===== src/ccsod_pkg.sv =====
// ccsod_pkg: shared constants, action codes and control structs of the shape drawer
// used by every module of the block but ccsod_ram; depends on nothing
`default_nettype none
package ccsod_pkg;

  localparam int COLS_DEF     = 85;
  localparam int ROWS_DEF     = 28;
  localparam int MAX_SIZE_DEF = 20;

  localparam int IW    = 8;   // iterator width, signed
  localparam int RAW_W = 11;  // unwrapped coordinate width, signed
  localparam int CNTW  = 11;
  localparam int CHW   = 8;

  localparam logic [CHW-1:0] SPACE_CHAR    = 8'd32;
  localparam logic [CHW-1:0] DRAW_CHAR_RST = 8'd42;

  localparam logic signed [IW-1:0] S_ZERO = IW'(0);
  localparam logic signed [IW-1:0] S_ONE  = IW'(1);
  localparam logic signed [IW-1:0] S_TWO  = IW'(2);
  localparam logic signed [RAW_W-1:0] R_ONE = RAW_W'(1);

  typedef enum logic [2:0] {
    ACT_TRI = 3'd0,
    ACT_SQR = 3'd1,
    ACT_CIR = 3'd2,
    ACT_LIN = 3'd3,
    ACT_RHO = 3'd4,
    ACT_HEX = 3'd5,
    ACT_RD  = 3'd6,
    ACT_WR  = 3'd7
  } ccsod_act_e;

  localparam logic [2:0] ORI_UP    = 3'd0;
  localparam logic [2:0] ORI_DOWN  = 3'd1;
  localparam logic [2:0] ORI_RIGHT = 3'd2;
  localparam logic [2:0] ORI_LEFT  = 3'd3;
  localparam logic [2:0] ORI_VERT  = 3'd4;
  localparam logic [2:0] ORI_HORZ  = 3'd5;

  typedef struct packed {
    logic clr_step;
    logic load;
    logic init;
    logic run;
    logic push;
  } ccsod_cmd_t;

  typedef struct packed {
    logic clr_done;
    logic run_done;
  } ccsod_sts_t;

endpackage
`default_nettype wire


===== src/ccsod_ctrl.sv =====
// ccsod_ctrl: controller state machine of the shape drawer
// depends on ccsod_pkg; drives the datapath through ccsod_cmd_t
`default_nettype none
module ccsod_ctrl import ccsod_pkg::*; (
  input  wire         clk_i,
  input  wire         rst_ni,
  input  wire         in_valid_i,
  output logic        in_ready_o,
  output logic        out_valid_o,
  input  wire         out_ready_i,
  input  ccsod_sts_t  sts_i,
  output ccsod_cmd_t  cmd_o
);

  localparam logic [2:0] ST_CLEAR = 3'd0;
  localparam logic [2:0] ST_IDLE  = 3'd1;
  localparam logic [2:0] ST_INIT  = 3'd2;
  localparam logic [2:0] ST_RUN   = 3'd3;
  localparam logic [2:0] ST_DONE  = 3'd4;

  logic [2:0] state_q, state_d;
  logic       oval_q, oval_d;

  always_comb begin
    state_d = state_q;
    cmd_o   = '0;
    oval_d  = oval_q;
    if (oval_q && out_ready_i) begin
      oval_d = 1'b0;
    end
    case (state_q)
      ST_CLEAR: begin
        cmd_o.clr_step = 1'b1;
        if (sts_i.clr_done) begin
          state_d = ST_IDLE;
        end
      end
      ST_IDLE: begin
        if (in_valid_i) begin
          cmd_o.load = 1'b1;
          state_d    = ST_INIT;
        end
      end
      ST_INIT: begin
        cmd_o.init = 1'b1;
        state_d    = ST_RUN;
      end
      ST_RUN: begin
        cmd_o.run = 1'b1;
        if (sts_i.run_done) begin
          state_d = ST_DONE;
        end
      end
      ST_DONE: begin
        if (!oval_q || out_ready_i) begin
          cmd_o.push = 1'b1;
          oval_d     = 1'b1;
          state_d    = ST_IDLE;
        end
      end
      default: state_d = ST_IDLE;
    endcase
  end

  always_ff @(posedge clk_i or negedge rst_ni) begin
    if (!rst_ni) begin
      state_q <= ST_CLEAR;
      oval_q  <= 1'b0;
    end else begin
      state_q <= state_d;
      oval_q  <= oval_d;
    end
  end

  assign in_ready_o  = (state_q == ST_IDLE);
  assign out_valid_o = oval_q;

endmodule
`default_nettype wire


===== config.mk =====
export PLATFORM = sky130hd
export DESIGN_NAME = ccsod_ctrl
export DESIGN_NICKNAME = d
export VERILOG_FILES = /design/src/ccsod_pkg.sv /design/src/ccsod_ctrl.sv
export SDC_FILE = /design/constraint.sdc
export NUM_CORES = 1
export LEC_CHECK = 0
export BUFFER_PORTS_ARGS = -buffer_cell sky130_fd_sc_hd__buf_2
export CORE_AREA = 10 10 47 49
export DETAILED_ROUTE_END_ITERATION = 7
export DIE_AREA = 0 0 57 59
export RECOVER_POWER = 25
export SYNTH_ARGS = -nofsm -noshare
export SYNTH_HDL_FRONTEND = slang
export SYNTH_SLANG_ARGS = --single-unit
export TNS_END_PERCENT = 30

===== constraint.sdc =====
create_clock -name clk_i -period 2.35 [get_ports clk_i]
set_input_delay 0.235 -clock clk_i [delete_from_list [all_inputs] [get_ports clk_i]]
set_output_delay 0.235 -clock clk_i [all_outputs]
set_load 0.02 [all_outputs]

==> impl_metrics.tcl <==
set metrics [dict create \
    drt-initial-drc-count 0 \
    cts_tree "done" \
    cts_root_buf "clkbuf_4" \
    dpl_cell_area_um2 304 \
    cts_made_buffers 3 \
    finClkSkew_ns 0.000307 \
    start_kind "flip-flop" \
    yosysWarnings 0 \
    place_congestion 0.638 \
    critPathSlowestCell "or3b_4" \
    slew-limit-headroom 0.851 \
    dp_slack_ns 0.958 \
    cp_top_family "simple AND/OR/NAND/NOR gates" \
    diodes 0 \
    post-route-util 0.239 \
    vias 219 \
    hold_viol_final 0 \
    critPathMaxFanout 7 \
    row_count 14 \
    fin_nets 48 \
    whs_ns 0.347 \
    via_per_inst 3.91 \
    yosys.cell_types.count 15 \
    placed_cells 52 \
    syn_area_um2 224 \
    firstDrtPassIters 1 \
    setup_ws_ns 0.727 \
    grt_remaining_overflow 0 \
    yosysSeqAreaShare 0.447 \
    first_global_vias 250 \
    grt_max_degree 9 \
    track_usage 0.0385 \
    routed_wl_um 625 \
    wire_per_inst_um 11.2 \
    timing.final.crit_share 0.691 \
    slowest_delay_ns 0.44 \
    cp.arrival_ns 1.39 \
    ir_worst_vdd_uv 337 \
    slew_violations 0 \
    port_buffers 12 \
    cp.required_ns 2.12 \
    total_power_mw 0.430 \
    syn-mean-instance-area_um2 9.33 \
    grt_pass1_wl_um 979 \
    tightest_slew_ns 0.221 \
    drtAntennaViolNets 0 \
    pin_count 13 \
    synth_nets 30 \
    start_util 0.160 \
    stdcell_area_um2 335 \
    path_cells "or3b_4, nor2b_1, buf_2" \
    status "finished clean" \
    crit_type "flip-flop to output port" \
    clkTransAtPathRegs_ns 0.04 \
    ctsResizeCount 0 \
    antenna_found_initial 0 \
    dp_hpwl_um 522 \
    drive_above_1_share 0.450 \
    cap_violations 0 \
    end_kind "output port" \
    area_growth_pct 49.7 \
    cellPowerDensity_nw_per_um2 1280 \
    cts_sinks 4 \
    drc 0 \
    htree_levels 1 \
    fmax_mhz 616 \
    power.leakage_nw 0.174 \
    finalNonFillerCells 56 \
    tns_ns 0 \
    hold_path_class "input port to flip-flop" \
    die_y_um 59 \
    synth-seq-cells 4 \
    finalCriticalPeriod_ns 1.62 \
    syn_inst 24 \
    cts_buffer_depth 2 \
    coreArea_um2 1400 \
    clk_latency_ns 0.23 \
    dieArea_um2 3360 \
    setup_viol 0 \
    die_w_um 57 \
    timing.critical_path.buf_inv 1 \
    rsz0062_at_grt "no" \
]
[worst paths after layout]
kind | cells after the start | slack (ns) | endpoint | startpoint
min in group asynchronous | 2 | 0.37 | state_q[2]$_DFFE_PN0P_ | rst_ni
setup reg to reg | 3 | 1.13 | state_q[0]$_DFFE_PN0P_ | state_q[1]$_DFFE_PN0P_
max in group asynchronous | 2 | 1.80 | out_valid_o$_DFF_PN0_ | rst_ni
setup / recovery | 3 | 0.73 | cmd_o[0] | state_q[1]$_DFFE_PN0P_
hold / removal | 3 | 0.35 | state_q[0]$_DFFE_PN0P_ | sts_i[1]
hold reg to reg | 1 | 0.52 | state_q[1]$_DFFE_PN0P_ | state_q[2]$_DFFE_PN0P_
[layout make-up]
class | count | area [um^2]
inverter | 1 | 3.75
sequential | 4 | 100
multi-input combinational | 19 | 120
tap | 16 | 20.0
fill | 166 | 1070
timing repair buffer | 13 | 68.8
clock buffer | 3 | 22.5
[routing by layer]
layer | up-vias | GRT usage | part of all wire
li1 | 112 | - | -
met4 | 0 | 0.0302 | 0
met2 | 7 | 0.0620 | 0.51
met5 | - | 0 | 0
met3 | 0 | 0.0215 | 0.054
met1 | 100 | 0.0357 | 0.43
[sequential cells by signal, summed over array words and instances, names as in the netlist]
register / cells
out_valid_o: 1
state_q: 3
[repair_timing]
| action | 4_1_cts | 5_1_grt |
|---|---|---|
| endpoints found under the hold margin | 4 | 0 |
| buffers inserted | 0 | 0 |
| hold buffers | 1 | 0 |
[synth_stat cells (all sizes together)]
master	number	area [um^2]
a21oi	2	13.8
and3	1	6.26
dfrtp	4	100
inv	1	3.75
nand2	4	15.0
nand2b	2	15.0
nor2	3	11.3
nor2b	1	6.26
nor3	2	10.0
o21ai	1	5.00
o22ai	1	20.0
or2	1	6.26
or3b	1	11.3
[power by group]
part           switching, mW  leakage, nW  internal [mW]
Sequential            0.0367       0.0504         0.0936
Clock                 0.0260       0.0138         0.0570
Combinational          0.134        0.110         0.0822
[kinds of logic (layout without fill, tap and decap cells)]
| group | Yosys count | in the layout | synth area share |
|---|---|---|---|
| simple gates | 15 | 15 | 0.363 |
| flops | 4 | 4 | 0.447 |
| buf+inv | 1 | 17 | 0.0167 |
| compound gates | 4 | 4 | 0.173 |
[cell usage in the layout, fill, tap and decap left out, types with 2 or more instances in the layout]
cell      count
clkbuf_4      3
nor2_1        3
nor3_1        2
dfrtp_1       4
buf_2        11
nand2_1       4
[worst reg2reg max path, delay by kind of cell, from the launching register on]
family / cells / cell delay (ns)
simple gates: 1 / 0.44
flops: 1 / 0.43
compound gates: 2 / 0.22
Note: power is estimated with default switching activity, not from simulation.
